<file path="config.mk">
export PLATFORM = sky130hd
export DESIGN_NAME = glob_wildcard_match_unit_flat
export DESIGN_NICKNAME = d
export VERILOG_FILES = /design/src/sv/gwm_pkg.sv /design/src/sv/gwm_if.sv /design/src/sv/gwm_pattern_store.sv /design/src/sv/gwm_active_set.sv /design/src/sv/glob_wildcard_match_unit.sv /design/src/flat_wrapper.sv
export SDC_FILE = /design/constraint.sdc
export NUM_CORES = 1
export LEC_CHECK = 0
export BUFFER_PORTS_ARGS = -buffer_cell sky130_fd_sc_hd__buf_4
export CORE_MARGIN = 3
export CORE_UTILIZATION = 50
export CTS_CLUSTER_DIAMETER = 40
export CTS_CLUSTER_SIZE = 12
export DETAILED_ROUTE_END_ITERATION = 10
export GPL_ROUTABILITY_DRIVEN = 0
export PLACE_DENSITY = 0.61
export SLEW_MARGIN = 5
export SYNTH_ARGS = -nofsm -noshare
export SYNTH_HDL_FRONTEND = slang
export SYNTH_SLANG_ARGS = --single-unit
</file>
<file path="constraint.sdc">
create_clock -name clk -period 9.2 [get_ports clk]
set_clock_uncertainty 0.1 [all_clocks]
set_input_delay 0.92 -clock clk [delete_from_list [all_inputs] [get_ports clk]]
set_output_delay 0.92 -clock clk [all_outputs]
set_load 0.01 [all_outputs]
</file>
<file path="src/sv/gwm_pkg.sv">
package gwm_pkg;

  typedef enum logic [1:0] {
    OP_CLEAR   = 2'd0,
    OP_PATTERN = 2'd1,
    OP_TEXT    = 2'd2,
    OP_END     = 2'd3
  } op_t;

  localparam logic [7:0] STAR_CODE  = 8'h2A;
  localparam logic [7:0] QMARK_CODE = 8'h3F;
  localparam logic [7:0] FOLD_DELTA = 8'h20;

  // one processing step handed from the input register to the datapath
  typedef struct packed {
    logic       go;
    op_t        op;
    logic [7:0] ch;
  } step_t;

  // ascii case folding, A-Z only
  function automatic logic [7:0] fold(input logic [7:0] c);
    logic [7:0] r;
    r = c;
    if (c inside {[8'h41:8'h5A]}) r = c + FOLD_DELTA;
    return r;
  endfunction

endpackage

</file>
<file path="src/sv/gwm_if.sv">
interface gwm_in_if;
  logic       valid;
  logic       ready;
  logic [1:0] operation;
  logic [7:0] char_value;

  modport source (output valid, output operation, output char_value, input ready);
  modport sink   (input valid, input operation, input char_value, output ready);
endinterface

interface gwm_out_if;
  logic valid;
  logic ready;
  logic matched;
  logic pattern_overflow;

  modport source (output valid, output matched, output pattern_overflow, input ready);
  modport sink   (input valid, input matched, input pattern_overflow, output ready);
endinterface

</file>
<file path="src/sv/gwm_pattern_store.sv">
module gwm_pattern_store #(
  parameter int DEPTH = 32,
  parameter int LEN_W = $clog2(DEPTH + 1)
) (
  input  logic                 clk,
  input  logic                 rst,
  input  gwm_pkg::step_t       step,
  output logic [DEPTH-1:0]     star_mask,
  output logic [DEPTH-1:0]     hit_mask,
  output logic [DEPTH-1:0]     len_mask,
  output logic [LEN_W-1:0]     length,
  output logic                 overflow
);
  import gwm_pkg::*;

  localparam int IDX_W = (DEPTH > 1) ? $clog2(DEPTH) : 1;

  logic [7:0] pattern [DEPTH];
  logic       full;

  assign full = (length == LEN_W'(DEPTH));

  always_ff @(posedge clk) begin
    if (step.go && step.op == OP_PATTERN && !full) begin
      pattern[length[IDX_W-1:0]] <= step.ch;
    end
  end

  always_ff @(posedge clk) begin
    if (rst) begin
      length   <= '0;
      overflow <= 1'b0;
    end else if (step.go) begin
      case (step.op)
        OP_CLEAR: begin
          length   <= '0;
          overflow <= 1'b0;
        end
        OP_PATTERN: begin
          if (full) overflow <= 1'b1;
          else      length   <= length + LEN_W'(1);
        end
        default: ;
      endcase
    end
  end

  // each entry compared in its own lane against the current text byte
  always_comb begin
    for (int i = 0; i < DEPTH; i++) begin
      star_mask[i] = (pattern[i] == STAR_CODE);
      hit_mask[i]  = (pattern[i] == step.ch) || (pattern[i] == QMARK_CODE);
      len_mask[i]  = (LEN_W'(i) < length);
    end
  end

endmodule

</file>
<file path="src/sv/gwm_active_set.sv">
module gwm_active_set #(
  parameter int DEPTH = 32,
  parameter int LEN_W = $clog2(DEPTH + 1)
) (
  input  logic             clk,
  input  logic             rst,
  input  gwm_pkg::step_t   step,
  input  logic [DEPTH-1:0] star_mask,
  input  logic [DEPTH-1:0] hit_mask,
  input  logic [DEPTH-1:0] len_mask,
  input  logic [LEN_W-1:0] length,
  output logic             verdict
);
  import gwm_pkg::*;

  localparam int LVL = $clog2(DEPTH + 1);
  localparam logic [DEPTH:0] REARM = {{DEPTH{1'b0}}, 1'b1};

  logic [DEPTH:0]   active;
  logic [DEPTH:0]   active_next;
  logic [DEPTH:0]   closed;
  logic [DEPTH-1:0] star_eff;
  logic [DEPTH:0]   gen  [LVL+1];
  logic [DEPTH:0]   prop [LVL+1];

  assign star_eff = star_mask & len_mask;

  // star closure as a log-depth prefix: position j inherits from j-1 across a star
  always_comb begin
    gen[0]  = active;
    prop[0] = {star_eff, 1'b0};
    for (int l = 0; l < LVL; l++) begin
      for (int j = 0; j <= DEPTH; j++) begin
        if (j >= (1 << l)) begin
          gen[l+1][j]  = gen[l][j] | (prop[l][j] & gen[l][j-(1<<l)]);
          prop[l+1][j] = prop[l][j] & prop[l][j-(1<<l)];
        end else begin
          gen[l+1][j]  = gen[l][j];
          prop[l+1][j] = prop[l][j];
        end
      end
    end
    closed = gen[LVL];
  end

  always_comb begin
    active_next = '0;
    for (int i = 0; i < DEPTH; i++) begin
      if (closed[i] && star_eff[i]) active_next[i] = 1'b1;
      if (closed[i] && len_mask[i] && !star_mask[i] && hit_mask[i]) active_next[i+1] = 1'b1;
    end
  end

  assign verdict = closed[length];

  always_ff @(posedge clk) begin
    if (rst) begin
      active <= REARM;
    end else if (step.go) begin
      case (step.op)
        OP_TEXT: active <= active_next;
        default: active <= REARM;
      endcase
    end
  end

endmodule

</file>
<file path="src/sv/glob_wildcard_match_unit.sv">
// glob_wildcard_match_unit: case-insensitive glob matcher, '*' and '?' wildcards
// items channel: one beat per operation (clear pattern, pattern byte, text byte,
//   end of text) with a byte in char_value; bytes A-Z are folded to lower case
// results channel: one beat per end-of-text, carrying matched and
//   pattern_overflow; matched is forced low when pattern bytes were dropped
// a beat lands in the input register; once it goes on, the pattern store and the
//   active position set are updated and any verdict is written to the result
//   register, from which it is offered to the receiver
// throughput is one beat per cycle unless an end-of-text beat waits for the receiver;
//   the active set's star closure over all PATTERN_DEPTH+1 positions is combinational
// while the receiver stalls, pattern and text beats keep flowing; only an
//   end-of-text beat waits in the input register, holding ready low, until the
//   result register is taken
// reset (synchronous, active high) empties the pattern, clears the overflow flag
//   and arms position zero; the store contents are undefined until loaded
// after end-of-text the pattern is kept and the matcher re-arms for the next name
module glob_wildcard_match_unit #(
  parameter int PATTERN_DEPTH = 32
) (
  input  logic clk,
  input  logic rst,
  gwm_in_if.sink    items,
  gwm_out_if.source results
);
  import gwm_pkg::*;

  localparam int LEN_W = $clog2(PATTERN_DEPTH + 1);

  logic                     s1_valid;
  op_t                      s1_op;
  logic [7:0]               s1_ch;
  logic                     s1_go;
  step_t                    step;
  logic [PATTERN_DEPTH-1:0] star_mask;
  logic [PATTERN_DEPTH-1:0] hit_mask;
  logic [PATTERN_DEPTH-1:0] len_mask;
  logic [LEN_W-1:0]         length;
  logic                     overflow;
  logic                     verdict;
  logic                     out_valid;
  logic                     out_matched;
  logic                     out_overflow;

  assign s1_go       = s1_valid && (s1_op != OP_END || !out_valid || results.ready);
  assign items.ready = !s1_valid || s1_go;

  assign step.go = s1_go;
  assign step.op = s1_op;
  assign step.ch = s1_ch;

  always_ff @(posedge clk) begin
    if (rst) begin
      s1_valid <= 1'b0;
    end else if (items.valid && items.ready) begin
      s1_valid <= 1'b1;
    end else if (s1_go) begin
      s1_valid <= 1'b0;
    end
  end

  always_ff @(posedge clk) begin
    if (items.valid && items.ready) begin
      s1_op <= op_t'(items.operation);
      s1_ch <= fold(items.char_value);
    end
  end

  gwm_pattern_store #(.DEPTH(PATTERN_DEPTH), .LEN_W(LEN_W)) u_store (
    .clk       (clk),
    .rst       (rst),
    .step      (step),
    .star_mask (star_mask),
    .hit_mask  (hit_mask),
    .len_mask  (len_mask),
    .length    (length),
    .overflow  (overflow)
  );

  gwm_active_set #(.DEPTH(PATTERN_DEPTH), .LEN_W(LEN_W)) u_active (
    .clk       (clk),
    .rst       (rst),
    .step      (step),
    .star_mask (star_mask),
    .hit_mask  (hit_mask),
    .len_mask  (len_mask),
    .length    (length),
    .verdict   (verdict)
  );

  always_ff @(posedge clk) begin
    if (rst) begin
      out_valid <= 1'b0;
    end else if (s1_go && s1_op == OP_END) begin
      out_valid <= 1'b1;
    end else if (results.ready) begin
      out_valid <= 1'b0;
    end
  end

  always_ff @(posedge clk) begin
    if (s1_go && s1_op == OP_END) begin
      out_matched  <= verdict && !overflow;
      out_overflow <= overflow;
    end
  end

  assign results.valid            = out_valid;
  assign results.matched          = out_matched;
  assign results.pattern_overflow = out_overflow;

`ifndef SYNTH
  a_match_no_overflow: assert property (@(posedge clk) disable iff (rst)
    results.valid && results.matched |-> !results.pattern_overflow)
    else $error("match reported with pattern overflow");

  a_stall_only_on_end: assert property (@(posedge clk) disable iff (rst)
    !items.ready |-> s1_valid && s1_op == OP_END && results.valid && !results.ready)
    else $error("input stalled without a blocked end-of-text beat");

  a_end_gives_result: assert property (@(posedge clk) disable iff (rst)
    s1_go && s1_op == OP_END |=> results.valid)
    else $error("end-of-text beat did not produce a result");

  a_no_result_from_other: assert property (@(posedge clk) disable iff (rst)
    !results.valid ##1 results.valid |-> $past(s1_go) && $past(s1_op) == OP_END)
    else $error("result appeared without an end-of-text beat");
`endif

endmodule
</file>
<file path="src/flat_wrapper.sv">
// flat-port wrapper written by rule: the top's interface ports become plain ports
module glob_wildcard_match_unit_flat import gwm_pkg::*;
#(
  parameter int PATTERN_DEPTH = 32
)
  (clk, rst, items_valid, items_operation, items_char_value, items_ready, results_valid, results_matched, results_pattern_overflow, results_ready);
  gwm_in_if items_i ();
  gwm_out_if results_i ();
  input  logic clk;
  input  logic rst;
  input wire logic [$bits(items_i.valid)-1:0] items_valid;
  input wire logic [$bits(items_i.operation)-1:0] items_operation;
  input wire logic [$bits(items_i.char_value)-1:0] items_char_value;
  output wire logic [$bits(items_i.ready)-1:0] items_ready;
  output wire logic [$bits(results_i.valid)-1:0] results_valid;
  output wire logic [$bits(results_i.matched)-1:0] results_matched;
  output wire logic [$bits(results_i.pattern_overflow)-1:0] results_pattern_overflow;
  input wire logic [$bits(results_i.ready)-1:0] results_ready;
  assign items_i.valid = items_valid;
  assign items_i.operation = items_operation;
  assign items_i.char_value = items_char_value;
  assign items_ready = items_i.ready;
  assign results_valid = results_i.valid;
  assign results_matched = results_i.matched;
  assign results_pattern_overflow = results_i.pattern_overflow;
  assign results_i.ready = results_ready;
  glob_wildcard_match_unit #(.PATTERN_DEPTH(PATTERN_DEPTH)) u_core (.clk(clk), .rst(rst), .items(items_i), .results(results_i));
endmodule
</file>
==> reports/qor.csv <==
metric;value;unit
CP max FO;31;
Post-synth EDFFs;268;
vias in the first global route;12536;
hold path cells;2;
remaining antenna violation count after routing;0;
DR vias/cell;6.16;
status;finished clean;
post-CTS setup buffers;0;
DRC errors left;0;
GR Util All Layers;0.244;
WL per Instance;21.4;µm
# diodes;0;
sequential share of the synthesized area;0.529;
IO Port Bufs;17;
minimum clock period;4840;ps
Yosys Warn Count;0;
row count;66;
PwrDens;180;nW/µm²
total wire length;44.0;mm
area added between synthesis and finish;12.5;%
Final Hold Fails;0;
CP required;9510;ps
via count;12663;
CP Launch Type;flop;
Mapped Area;16800;µm²
initial antenna violation count;0;
Pre-antenna DRT Iters;5;
CTS max path bufs;3;
clock-pin slew on the worst setup and hold paths;50;ps
Die ar.;35800;µm²
Yosys reg bits;310;
IO Pins;18;
Sink Count;310;
MaxCap Viol Count;0;
Register-to-Register Path Depth;14;
crit path kind;flop to flop;
Primary FF master, synth;edfxtp_1;
Peak VDD IR;0.156;mV
Overflow after GRT;0;
clk_lat worst skew;550;ps
Setup violations, final;0;
Die Span Y;189;µm
Starting DRT DRC Count;1023;
share of post-route cells with drive strength above 1;0.0947;
# hold bufs at CTS;0;
Net Count, Synth;1573;
Slew Viols, Final;0;
count of different cell masters after synthesis;97;
worst min path class;flop to flop;
setup TNS;0;ps
leakage;5.72;nW
H-tree levels;2;
ys async rst share;0;
Final Net Count;1600;
Starting Density;0.512;
worst rel slew slack;0.329;
dpl hpwl;29.7;mm
Final Util;0.576;
crit end category;flop;
Die X;189;µm
global-route wire length before repair;69.2;mm
RSZ-0062 raised after global routing;no;
pin count of the biggest net entering global routing;41;
core area;32800;µm²
f_max;0.207;GHz
CTS root buf;clkbuf_16;
Slew @ Worst Pin;1000;ps
CTS buffer count;45;
Synth Area per Inst;10.8;µm²
CP arrival;5150;ps
Cells after Synth;1553;
TritonCTS clock tree;yes;
Final period util;0.526;
Resize count post-CTS;0;
Power, Total;3.40;mW
logic make-up after synthesis:
family	share of synthesized area
compound gates	0.128
xor+xnor	0.135
fa+ha+maj	0.00447
buf+inv	0.0226
flops	0.529
mux	0.00179
simple gates	0.179
cells in the mapped netlist (7+ instances only):
cell type  count  area (µm²)
nor2_1       176         661
o22ai_1       10        62.6
or4_1          8        60.1
nor3_1        45         225
nand4_1       66         413
a211oi_1       7        52.6
a21o_1         9        67.6
nor4_1        37         231
nand3_1       29         145
inv_1         28         105
or2_2         10        62.6
edfxtp_1     268        8050
o211ai_1       7        52.6
dfxtp_1       42         841
nand2_1       97         364
and3_1        12        75.1
a31oi_1       16         100
buf_1         20        75.1
xnor2_1      184        1610
a22oi_1       15         113
nand2b_1       8        50.1
a21oi_1       81         405
or3_1         25         156
and2_1        10        62.6
clkbuf_1      25        93.8
xor2_1        74         648
o21ai_0       50         250
a21boi_0       8        60.1
report_power, final:
group	internal [mW]	total [mW]	switching [mW]
logic	0.0487	0.142	0.0931
registers	1.53	1.54	0.00413
clock network	1.09	1.72	0.631
layout by cell type (no fill, tap or decap), drive strengths merged, types with 6 or more instances in the layout:
cell,count
and2,11
clkinv,13
or3,25
a21o,9
a31oi,17
o211ai,7
or4,9
o21bai,6
xor2,74
o41ai,6
clkbuf,54
nor4,39
o22ai,10
nand4,66
o21ai,54
nor3,47
and3,13
a21boi,10
xnor2,184
a22oi,15
nor4b,7
nor2,177
dfxtp,42
nand2b,8
or2,12
o31ai,8
a21oi,86
nor3b,6
nand3,29
a211oi,7
o2111ai,6
inv,35
edfxtp,268
buf,38
nand2,98
ha,6
worst paths after layout:
check | end | slack (ps) | startpoint
setup / recovery | u_core.results.matched | 4360 | u_core.u_store.length[1]
hold / removal | u_core.u_active.active[32] | 380 | u_core.u_active.active[32]
setup reg to reg | u_core.results.matched | 4360 | u_core.u_store.length[1]
hold reg to reg | u_core.u_active.active[32] | 380 | u_core.u_active.active[32]
registers in the layout (all words and copies together), names as in the netlist:
signal,count
u_core.results.valid,1
u_core.results.pattern_overflow,1
u_core.u_store.length,6
u_core.u_store.pattern,256
u_core.u_active.active,33
u_core.s1_ch,8
u_core.results.matched,1
u_core.u_store.overflow,1
u_core.s1_valid,1
u_core.s1_op,2
critical path, cell delays in order (launching register included):
cell and delay, ps:
dfxtp_1 300, buf_4 300, clkinv_1 390, ha_1 400, nor2b_1 480, nor3_2 160
a2111oi_2 450, nor2_1 130, o31ai_1 630, a21bo_2 310, a21boi_2 100, a311oi_1 300
o211ai_1 170, a2111oi_2 250, a311o_1 210
metal layers:
layer | vias to the layer above | global-route usage | part of all wire
li1 | 5893 | - | -
met1 | 6226 | 0.340 | 0.45
met5 | - | 0 | 0
met3 | 87 | 0.0418 | 0.067
met2 | 457 | 0.393 | 0.46
met4 | 0 | 0.0771 | 0.027
metrics by stage:
stage          worst slack (ps)  std cells  cell area [µm²]  hold slack [ps]
2_1_floorplan              5700       1553            16800              332
3_3_place_gp               4710       1975            17400              347
3_5_place_dp               4530       1975            17400              363
4_1_cts                    4500       2057            18900              373
5_1_grt                    4080       2057            18900              411
6_report                   4360       2057            18900              377
final cells by class:
class / instances / area [µm²]
clock buffer: 54 / 1210
clock inverter: 28 / 313
fill: 2776 / 13900
inverter: 29 / 109
multi-input combinational: 1156 / 7530
sequential: 310 / 8890
tap: 442 / 553
timing repair buffer: 38 / 285
No activity file was read; power rests on OpenSTA's default activity.
